`src/rtl/bns_pkg.sv`:
```
// Shared types, constants and helper functions for the BGRA to NV12 scaler.
// Used by every module of the block; depends on nothing.

package bns_pkg;

  // Field widths
  localparam int DIM_W    = 13;  // size registers and output position counters
  localparam int ACC_W    = 25;  // scale accumulators
  localparam int POS_W    = 12;  // output column and row fields
  localparam int PITCH_W  = 14;  // even-rounded output width
  localparam int SUM_W    = 18;  // signed color dot products
  localparam int LOFF_W   = 24;
  localparam int COFF_W   = 25;
  localparam int YP_W     = POS_W + PITCH_W;
  localparam int HP_W     = POS_W - 1 + PITCH_W;
  localparam int BASE_W   = PITCH_W + DIM_W;
  localparam int IN_DATA_W  = 24;
  localparam int OUT_DATA_W = 104;

  // Configuration register indexes
  localparam logic [1:0] REG_SRC_W = 2'd0;
  localparam logic [1:0] REG_SRC_H = 2'd1;
  localparam logic [1:0] REG_OUT_W = 2'd2;
  localparam logic [1:0] REG_OUT_H = 2'd3;

  // Configuration reset values
  localparam logic [DIM_W-1:0] RST_SRC_W = 13'd1920;
  localparam logic [DIM_W-1:0] RST_SRC_H = 13'd1080;
  localparam logic [DIM_W-1:0] RST_OUT_W = 13'd1920;
  localparam logic [DIM_W-1:0] RST_OUT_H = 13'd1080;

  // BT.601 studio-range coefficients
  localparam logic signed [SUM_W-1:0] K_YR = 18'sd66;
  localparam logic signed [SUM_W-1:0] K_YG = 18'sd129;
  localparam logic signed [SUM_W-1:0] K_YB = 18'sd25;
  localparam logic signed [SUM_W-1:0] K_UR = -18'sd38;
  localparam logic signed [SUM_W-1:0] K_UG = -18'sd74;
  localparam logic signed [SUM_W-1:0] K_UB = 18'sd112;
  localparam logic signed [SUM_W-1:0] K_VR = 18'sd112;
  localparam logic signed [SUM_W-1:0] K_VG = -18'sd94;
  localparam logic signed [SUM_W-1:0] K_VB = -18'sd18;
  localparam logic signed [SUM_W-1:0] K_ROUND = 18'sd128;
  localparam logic signed [SUM_W-1:0] K_CBIAS = 18'sd32768;  // 128 << 8
  localparam logic signed [SUM_W-1:0] K_YOFF  = 18'sd16;
  localparam logic signed [SUM_W-1:0] K_MAXB  = 18'sd255;

  // Effective frame geometry
  typedef struct packed {
    logic [DIM_W-1:0]   sw;
    logic [DIM_W-1:0]   sh;
    logic [DIM_W-1:0]   ow;
    logic [DIM_W-1:0]   oh;
    logic [PITCH_W-1:0] pitch;
  } dims_t;

  // One picked pixel on its way from front to back
  typedef struct packed {
    logic [7:0]       blue;
    logic [7:0]       green;
    logic [7:0]       red;
    logic [POS_W-1:0] x;
    logic [POS_W-1:0] y;
    logic             cv;
    logic             fe;
  } item_t;

  // Queue status seen by the top level and the back end
  typedef struct packed {
    logic full;
    logic empty;
  } q_status_t;

  // First back stage: products and sums
  typedef struct packed {
    logic signed [SUM_W-1:0] ysum;
    logic signed [SUM_W-1:0] usum;
    logic signed [SUM_W-1:0] vsum;
    logic [YP_W-1:0]         yp;
    logic [HP_W-1:0]         hp;
    logic [BASE_W-1:0]       base;
    logic [POS_W-1:0]        x;
    logic [POS_W-1:0]        y;
    logic                    cv;
    logic                    fe;
  } stage_t;

  // Saturate a size to 1..hi
  function automatic logic [DIM_W-1:0] sat_dim(input logic [DIM_W-1:0] v,
                                               input logic [DIM_W:0] hi);
    logic [DIM_W-1:0] r;
    if (v == '0) begin
      r = DIM_W'(1);
    end else if ({1'b0, v} > hi) begin
      r = hi[DIM_W-1:0];
    end else begin
      r = v;
    end
    return r;
  endfunction

  // Clamp a signed value to one byte
  function automatic logic [7:0] clamp_byte(input logic signed [SUM_W-1:0] v);
    logic [7:0] r;
    if (v < 0) begin
      r = 8'd0;
    end else if (v > K_MAXB) begin
      r = 8'd255;
    end else begin
      r = v[7:0];
    end
    return r;
  endfunction

endpackage

```
`src/rtl/bns_front.sv`:
```
// Front end: tracks source position, picks output pixels by nearest neighbour.
// Depends on bns_pkg; feeds picked pixels into bns_queue.

module bns_front import bns_pkg::*; #(
  parameter int MAX_WIDTH  = 4096,
  parameter int MAX_HEIGHT = 4096
) (
  input  logic      clk,
  input  logic      rst,
  input  dims_t     dims,
  input  logic      accept,
  input  logic      frame_start,
  input  logic [7:0] blue,
  input  logic [7:0] green,
  input  logic [7:0] red,
  output logic      push,
  output item_t     push_data
);

  localparam int SCW = $clog2(MAX_WIDTH);
  localparam int SRW = $clog2(MAX_HEIGHT);

  logic [SCW-1:0]   src_col, src_col_next, c_sc;
  logic [SRW-1:0]   src_row, src_row_next, c_sr;
  logic [DIM_W-1:0] out_col, out_col_next, c_oc;
  logic [DIM_W-1:0] out_row, out_row_next, c_or;
  logic [ACC_W-1:0] cta, cta_next, c_cta;
  logic [ACC_W-1:0] csa, csa_next, c_csa;
  logic [ACC_W-1:0] rta, rta_next, c_rta;
  logic [ACC_W-1:0] rsa, rsa_next, c_rsa;
  logic             row_pick, col_pick;

  // Decide the pick and the next position
  always_comb begin
    c_sc = src_col;  c_sr = src_row;
    c_oc = out_col;  c_or = out_row;
    c_cta = cta;     c_csa = csa;
    c_rta = rta;     c_rsa = rsa;
    if (frame_start) begin
      c_sc = '0;  c_sr = '0;  c_oc = '0;  c_or = '0;
      c_cta = '0; c_csa = '0; c_rta = '0; c_rsa = '0;
    end

    row_pick = (c_or < dims.oh) &&
               ({1'b0, c_rta} < ({1'b0, c_rsa} + (ACC_W+1)'(dims.oh)));
    col_pick = (c_oc < dims.ow) &&
               ({1'b0, c_cta} < ({1'b0, c_csa} + (ACC_W+1)'(dims.ow)));

    src_col_next = c_sc;  src_row_next = c_sr;
    out_col_next = c_oc;  out_row_next = c_or;
    cta_next = c_cta;     rta_next = c_rta;     rsa_next = c_rsa;

    if (col_pick) begin
      out_col_next = c_oc + DIM_W'(1);
      cta_next     = c_cta + ACC_W'(dims.sw);
    end
    csa_next = c_csa + ACC_W'(dims.ow);

    // End of source row, and of frame
    if (DIM_W'(c_sc) >= dims.sw - DIM_W'(1)) begin
      src_col_next = '0;
      out_col_next = '0;
      cta_next     = '0;
      csa_next     = '0;
      if (DIM_W'(c_sr) >= dims.sh - DIM_W'(1)) begin
        src_row_next = '0;
        out_row_next = '0;
        rta_next     = '0;
        rsa_next     = '0;
      end else begin
        if (row_pick) begin
          out_row_next = c_or + DIM_W'(1);
          rta_next     = c_rta + ACC_W'(dims.sh);
        end
        rsa_next     = c_rsa + ACC_W'(dims.oh);
        src_row_next = c_sr + SRW'(1);
      end
    end else begin
      src_col_next = c_sc + SCW'(1);
    end
  end

  // Build the request for the back end
  always_comb begin
    push            = accept && row_pick && col_pick;
    push_data.blue  = blue;
    push_data.green = green;
    push_data.red   = red;
    push_data.x     = c_oc[POS_W-1:0];
    push_data.y     = c_or[POS_W-1:0];
    push_data.cv    = !c_oc[0] && !c_or[0] &&
                      ((c_oc >> 1) < (dims.ow >> 1)) &&
                      ((c_or >> 1) < (dims.oh >> 1));
    push_data.fe    = (c_oc == dims.ow - DIM_W'(1)) &&
                      (c_or == dims.oh - DIM_W'(1));
  end

  // Advance position on each accepted pixel
  always_ff @(posedge clk) begin
    if (rst) begin
      src_col <= '0;  src_row <= '0;
      out_col <= '0;  out_row <= '0;
      cta <= '0;      csa <= '0;
      rta <= '0;      rsa <= '0;
    end else if (accept) begin
      src_col <= src_col_next;  src_row <= src_row_next;
      out_col <= out_col_next;  out_row <= out_row_next;
      cta <= cta_next;          csa <= csa_next;
      rta <= rta_next;          rsa <= rsa_next;
    end
  end

endmodule

```
`src/rtl/bns_queue.sv`:
```
// Short flip-flop queue between the front and back ends.
// Depends on bns_pkg for the item and status types.

module bns_queue import bns_pkg::*; #(
  parameter int DEPTH = 4
) (
  input  logic      clk,
  input  logic      rst,
  input  logic      push,
  input  item_t     push_data,
  input  logic      pop,
  output item_t     pop_data,
  output q_status_t status
);

  localparam int AW = (DEPTH > 1) ? $clog2(DEPTH) : 1;
  localparam int CW = $clog2(DEPTH + 1);

  item_t          slots [DEPTH];
  logic [AW-1:0]  wr_ptr, rd_ptr;
  logic [CW-1:0]  count;
  logic           do_push, do_pop;

  assign status.full  = (count == CW'(DEPTH));
  assign status.empty = (count == '0);
  assign do_push      = push && !status.full;
  assign do_pop       = pop && !status.empty;
  assign pop_data     = slots[rd_ptr];

  // Store incoming requests
  always_ff @(posedge clk) begin
    if (do_push) begin
      slots[wr_ptr] <= push_data;
    end
  end

  // Advance pointers and fill count
  always_ff @(posedge clk) begin
    if (rst) begin
      wr_ptr <= '0;
      rd_ptr <= '0;
      count  <= '0;
    end else begin
      if (do_push) begin
        wr_ptr <= (wr_ptr == AW'(DEPTH - 1)) ? '0 : wr_ptr + AW'(1);
      end
      if (do_pop) begin
        rd_ptr <= (rd_ptr == AW'(DEPTH - 1)) ? '0 : rd_ptr + AW'(1);
      end
      if (do_push && !do_pop) begin
        count <= count + CW'(1);
      end else if (do_pop && !do_push) begin
        count <= count - CW'(1);
      end
    end
  end

endmodule

```
`src/rtl/bns_back.sv`:
```
// Back end: color conversion and NV12 offsets in two stages, output register last.
// Depends on bns_pkg; drains bns_queue.

module bns_back import bns_pkg::*; (
  input  logic                  clk,
  input  logic                  rst,
  input  dims_t                 dims,
  input  q_status_t             q_status,
  input  item_t                 q_data,
  output logic                  q_pop,
  output logic                  m_tvalid,
  input  logic                  m_tready,
  output logic [OUT_DATA_W-1:0] m_tdata,
  output logic                  m_tlast,
  output logic                  m_tuser
);

  logic                    advance;
  logic                    s1_valid;
  stage_t                  s1, s1_next;
  logic signed [SUM_W-1:0] rs, gs, bs;
  logic [7:0]              luma, cb, cr;
  logic [LOFF_W-1:0]       luma_off;
  logic [COFF_W-1:0]       chroma_off;

  assign advance = !m_tvalid || m_tready;
  assign q_pop   = advance && !q_status.empty;

  // Stage one: dot products and offset products
  always_comb begin
    rs = SUM_W'(q_data.red);
    gs = SUM_W'(q_data.green);
    bs = SUM_W'(q_data.blue);
    s1_next.ysum = K_YR * rs + K_YG * gs + K_YB * bs + K_ROUND;
    s1_next.usum = K_UR * rs + K_UG * gs + K_UB * bs + K_ROUND + K_CBIAS;
    s1_next.vsum = K_VR * rs + K_VG * gs + K_VB * bs + K_ROUND + K_CBIAS;
    s1_next.yp   = YP_W'(q_data.y) * YP_W'(dims.pitch);
    s1_next.hp   = HP_W'(q_data.y[POS_W-1:1]) * HP_W'(dims.pitch);
    s1_next.base = BASE_W'(dims.pitch) * BASE_W'(dims.oh);
    s1_next.x    = q_data.x;
    s1_next.y    = q_data.y;
    s1_next.cv   = q_data.cv;
    s1_next.fe   = q_data.fe;
  end

  always_ff @(posedge clk) begin
    if (rst) begin
      s1_valid <= 1'b0;
    end else if (advance) begin
      s1_valid <= !q_status.empty;
    end
  end

  always_ff @(posedge clk) begin
    if (advance) begin
      s1 <= s1_next;
    end
  end

  // Stage two: shift, clamp, add offsets
  always_comb begin
    luma       = clamp_byte((s1.ysum >>> 8) + K_YOFF);
    cb         = s1.cv ? clamp_byte(s1.usum >>> 8) : 8'd0;
    cr         = s1.cv ? clamp_byte(s1.vsum >>> 8) : 8'd0;
    luma_off   = LOFF_W'(s1.yp + YP_W'(s1.x));
    chroma_off = s1.cv ? COFF_W'(s1.base + BASE_W'(s1.hp) + BASE_W'(s1.x)) : '0;
  end

  // Output register: hold while stalled
  always_ff @(posedge clk) begin
    if (rst) begin
      m_tvalid <= 1'b0;
    end else if (advance) begin
      m_tvalid <= s1_valid;
    end
  end

  always_ff @(posedge clk) begin
    if (advance) begin
      m_tdata <= {7'd0, chroma_off, cr, cb, luma_off, luma, s1.y, s1.x};
      m_tlast <= s1.fe;
      m_tuser <= s1.cv;
    end
  end

endmodule

```
`src/rtl/bgra_to_nv12_scaler.sv`:
```
// BGRA to NV12 nearest-neighbour downscaler, top level.
// A picked pixel passes the four-entry queue, the stage-one and the output register.
// Throughput: one source pixel per cycle while the queue has room; it decouples pick logic
// from the two-stage conversion pipeline, whose output register sets the stall point.
// Reset (rst, synchronous): position state and pipeline clear, sizes 1920x1080 in and out.
// Depends on bns_pkg, bns_front, bns_queue and bns_back.

module bgra_to_nv12_scaler import bns_pkg::*; #(
  parameter int MAX_WIDTH  = 4096,
  parameter int MAX_HEIGHT = 4096
) (
  input  logic                  clk,
  input  logic                  rst,
  // Configuration write port
  input  logic                  cfg_wr_en,
  input  logic [1:0]            cfg_index,
  input  logic [DIM_W-1:0]      cfg_data,
  // Source pixels
  input  logic                  s_tvalid,
  output logic                  s_tready,
  input  logic [IN_DATA_W-1:0]  s_tdata,   // blue[7:0], green[15:8], red[23:16]
  input  logic                  s_tuser,   // frame_start
  // Output samples
  output logic                  m_tvalid,
  input  logic                  m_tready,
  output logic [OUT_DATA_W-1:0] m_tdata,   // out_column[11:0], out_row[23:12],
                                           // luma[31:24], luma_offset[55:32],
                                           // cb[63:56], cr[71:64],
                                           // chroma_offset[96:72], zero pad
  output logic                  m_tlast,   // frame_end
  output logic                  m_tuser    // chroma_valid
);

  logic [DIM_W-1:0] src_w, src_h, out_w, out_h;
  dims_t            dims;
  logic             accept, push;
  item_t            push_data, q_data;
  q_status_t        q_status;
  logic             q_pop;

  // Size registers
  always_ff @(posedge clk) begin
    if (rst) begin
      src_w <= RST_SRC_W;
      src_h <= RST_SRC_H;
      out_w <= RST_OUT_W;
      out_h <= RST_OUT_H;
    end else if (cfg_wr_en) begin
      case (cfg_index)
        REG_SRC_W: src_w <= cfg_data;
        REG_SRC_H: src_h <= cfg_data;
        REG_OUT_W: out_w <= cfg_data;
        REG_OUT_H: out_h <= cfg_data;
        default: ;
      endcase
    end
  end

  // Effective geometry
  always_comb begin
    dims.sw    = sat_dim(src_w, (DIM_W+1)'(MAX_WIDTH));
    dims.sh    = sat_dim(src_h, (DIM_W+1)'(MAX_HEIGHT));
    dims.ow    = sat_dim(out_w, {1'b0, dims.sw});
    dims.oh    = sat_dim(out_h, {1'b0, dims.sh});
    dims.pitch = PITCH_W'(dims.ow) + PITCH_W'(dims.ow[0]);
  end

  assign s_tready = !q_status.full;
  assign accept   = s_tvalid && s_tready;

  bns_front #(
    .MAX_WIDTH  (MAX_WIDTH),
    .MAX_HEIGHT (MAX_HEIGHT)
  ) u_front (
    .clk         (clk),
    .rst         (rst),
    .dims        (dims),
    .accept      (accept),
    .frame_start (s_tuser),
    .blue        (s_tdata[7:0]),
    .green       (s_tdata[15:8]),
    .red         (s_tdata[23:16]),
    .push        (push),
    .push_data   (push_data)
  );

  bns_queue #(
    .DEPTH (4)
  ) u_queue (
    .clk       (clk),
    .rst       (rst),
    .push      (push),
    .push_data (push_data),
    .pop       (q_pop),
    .pop_data  (q_data),
    .status    (q_status)
  );

  bns_back u_back (
    .clk      (clk),
    .rst      (rst),
    .dims     (dims),
    .q_status (q_status),
    .q_data   (q_data),
    .q_pop    (q_pop),
    .m_tvalid (m_tvalid),
    .m_tready (m_tready),
    .m_tdata  (m_tdata),
    .m_tlast  (m_tlast),
    .m_tuser  (m_tuser)
  );

endmodule

```
`config.mk`:
```
export PLATFORM = sky130hd
export DESIGN_NAME = bgra_to_nv12_scaler
export DESIGN_NICKNAME = d
export VERILOG_FILES = /design/src/rtl/bns_pkg.sv /design/src/rtl/bns_front.sv /design/src/rtl/bns_queue.sv /design/src/rtl/bns_back.sv /design/src/rtl/bgra_to_nv12_scaler.sv
export SDC_FILE = /design/constraint.sdc
export NUM_CORES = 2
export LEC_CHECK = 0
export BUFFER_PORTS_ARGS = -buffer_cell sky130_fd_sc_hd__buf_2
export CAP_MARGIN = 20
export CORE_MARGIN = 1.5
export CORE_UTILIZATION = 60
export DETAILED_ROUTE_END_ITERATION = 8
export GPL_ROUTABILITY_DRIVEN = 0
export GPL_TIMING_DRIVEN = 0
export PLACE_DENSITY = 0.83
export SETUP_SLACK_MARGIN = 0.15
export SYNTH_ARGS = -nofsm -noshare
export SYNTH_HDL_FRONTEND = slang
export SYNTH_HIERARCHICAL = 1
export SYNTH_SLANG_ARGS = --single-unit
```
`constraint.sdc`:
```
create_clock -name clk -period 12.97 [get_ports clk]
set_clock_uncertainty 0.1 [all_clocks]
set_input_delay 3.2425 -clock clk [delete_from_list [all_inputs] [get_ports clk]]
set_output_delay 3.2425 -clock clk [all_outputs]
set_load 0.05 [all_outputs]
```
==> key figures <==
Outcome
  • Outcome: finished, final reports clean

STA
  • Final hold violation count: 0
  • Tcrit/Tclk final: 0.9613
  • RSZ-0062 raised after global routing: no
  • Min Hold Slack: 0.3200 ns
  • Post-layout min period: 12.47 ns
  • Endpoints failing setup: 0
  • Worst Setup Slack, final: 0.5023 ns
  • Worst rel slew slack: 0.2351
  • Worst slew pin tran: 1.115 ns
  • Max-slew violations: 0
  • FMAX: 80.21 MHz

Synth
  • Synth cell types: 116
  • Post-Syn Area: 57050 um^2
  • Top FF cell, synth: edfxtp_1
  • Mapped Cells: 5788
  • Seq cells post-synth: 642
  • Ys Warns: 6
  • Top-area cell type share of the netlist area: 0.2258
  • XOR/XNOR Fraction of Synth Area: 0.05143
  • Cell taking the most area after synthesis: edfxtp_1
  • Post-synthesis compound-gate area fraction: 0.1073
  • Post-synthesis adder-cell area fraction: 0.2922
  • Simple logic cell fraction of the synthesized area: 0.1536
  • Sequential area share after synthesis: 0.3006
  • Mean Syn Cell Area: 9.856 um^2
  • Synth top area cells: edfxtp_1 23%, ha_1 15%, fa_1 14%
  • Top cells by count, synth: 719 x inv_1, 705 x ha_1, 579 x nand2_1
  • EDFF count, synth: 429
  • Async set or reset register ratio after synthesis: 0
  • Most frequent cell after synthesis: inv_1
  • Post-synthesis mux area share: 0.02847
  • Largest family of logic cells by synthesized area: adder cells

Route
  • ANT nets after route: 0
  • Detailed-route via count: 44820
  • Initial DRC Count: 4195
  • DR vias/cell: 6.124
  • DR pass1 iterations: 9
  • Drt total wl: 152800 um
  • DRC Markers: 0
  • Routed WL per cell: 20.88 um

GRT
  • Global Route met2 Usage: 0.5061
  • Most used routing layer: met2
  • First-pass GRT wire length: 239600 um
  • Initial antenna violation count: 5
  • GR Layer Usage met1: 0.3844
  • Overflow after GRT: 0
  • Number of global-route vias before repair: 44930
  • Met3 Use GR: 0.07081
  • Overall Global Routing Usage: 0.3115
  • Largest net degree at the start of global routing: 143

Job
  • Max Cap Viol: 0

Cells and area
  • Layout cells sized above 1: 0.07721
  • Final instance area: 61790 um^2
  • # nets final: 7149
  • Area delta synth->final: 8.321%

Critical path
  • Crit-path max FO: 10
  • Worst path most repeated cell: clkbuf_1
  • Crit. End Element: flop
  • Setup Crit Path Kind: input port to flop
  • Critical Path AT: 12.95 ns
  • Startpoint types: input port
  • R2R Setup Slk: 1.74 ns
  • Slowest stage delay, CP: 0.82 ns
  • Worst path slowest cell: clkbuf_1
  • Worst endpoint required time: 13.46 ns

Clock network
  • Max Buffers Root-to-Sink: 3
  • CTS tree: yes
  • Buffer count from post-CTS setup fixing: 0
  • Clk_lat worst skew: 0.67 ns
  • Reg clk slew, reported paths: 0.06 ns
  • Clock root cell: clkbuf_16
  • H-tree depth: 3
  • TritonCTS Buffers: 70
  • Clock Sinks: 642

Floorplan
  • Die height: 311.4 um
  • Top Ports: 153
  • Die area: 96940 um^2
  • Initial core utilization: 0.6085
  • Row cnt: 112
  • Die W: 311.4 um
  • Core area: 93750 um^2

Placed design
  • Port bufs: 120
  • Hpwl dp: 114800 um
  • Place WS: -0.1548 ns
  • Cell Area, Placed: 59490 um^2

Worst hold path
  • Worst hold-check path type: flop to flop
[metrics by stage]
stage / utilization / std cells / TNS (ns)
after detailed placement: 0.6346 / 7188 / -0.1548
after global routing: 0.6591 / 7315 / 0
after floorplan: - / 5800 / 0
after CTS: 0.6590 / 7314 / 0
after global placement: 0.6321 / 7174 / 0
final: 0.6591 / 7318 / 0
[routing by layer]
layer / part of all wire / vias to the layer above
met5: 0.00041 / -
met4: 0.060 / 8
met3: 0.10 / 631
met2: 0.46 / 2480
met1: 0.38 / 21400
li1: - / 20300
[final cells by class]
cell class | instances | area [um^2]
Multi-Input combinational cell | 4215 | 36180
Fill cell | 6842 | 31960
Sequential cell | 642 | 17150
Inverter | 723 | 2726
Clock buffer | 88 | 1829
Tap cell | 1254 | 1569
Buffer | 219 | 1060
Timing Repair Buffer | 136 | 818.3
Clock inverter | 38 | 457.9
Antenna cell | 3 | 7.507
[cell usage in the layout, fill, tap and decap left out, types with 35 or more instances in the layout]
cell and instances:
o21bai_1 35, xor2_1 99, nor2_1 300, clkbuf_16 70, xnor2_1 236, a21o_1 69
and2_1 202, buf_4 43, nand3_1 124, a21oi_1 295, nand4_1 48, mux4_2 50
nor3_1 74, buf_2 151, dfxtp_1 213, o21a_1 35, o211ai_1 43, inv_1 718
nor2b_1 148, o21ai_0 168, ha_1 705, clkbuf_1 151, fa_1 392, edfxtp_1 429
nand2_1 579
[sequential cells by signal, summed over array words and instances (netlist names), named ones only]
name	count
out_w	13
u_back/m_tvalid	1
u_queue/wr_ptr	2
u_back/s1_valid	1
out_h	13
src_w	13
u_queue/rd_ptr	2
u_queue/count	3
u_front/src_row	12
u_back/m_tdata	97
u_back/m_tuser	1
u_front/out_col	13
u_back/s1	130
u_front/rsa	25
u_front/src_col	12
src_h	13
u_front/cta	25
u_front/rta	25
u_front/csa	25
u_queue/slots	200
u_front/out_row	13
u_back/m_tlast	1
[kinds of logic (layout without fill, tap and decap cells)]
logic type      after synthesis  count (layout)
flops                       642             642
mux                          94              94
simple gates               1740            1740
buf+inv                     943            1204
fa+ha+maj                  1097            1097
compound gates              935             935
other cells                   2              17
xor+xnor                    335             335
[repair_timing]
item	4_1_cts	5_1_grt
endpoints found under the setup margin	0	1
gates resized for setup	0	3
hold buffers	0	0
[path summary, 6_finish.rpt]
| path | start | end | cells past startpoint |
|---|---|---|---|
| worst min register to register | u_back/s1[2] | u_back/m_tdata[12] | 0 |
| worst min-delay path | u_back/s1[2] | u_back/m_tdata[12] | 0 |
| worst max-delay path | s_tuser | u_queue/count[2] | 34 |
| worst max register to register | src_w[12] | u_back/s1[77] | 39 |
[worst max-delay path, delay by kind of cell]
kind,cells,cell delay [ns]
xor gates and xnor gates,2,0.35
AOI/OAI and AO/OA,8,1.76
and+or+nand+nor,10,2.30
adders and majority gates,4,1.35
buffers and inverters,10,3.89
Power is left out: the tool's default activity adds up to more than one toggle a clock period on the data nets, which glitch-free logic cannot reach.
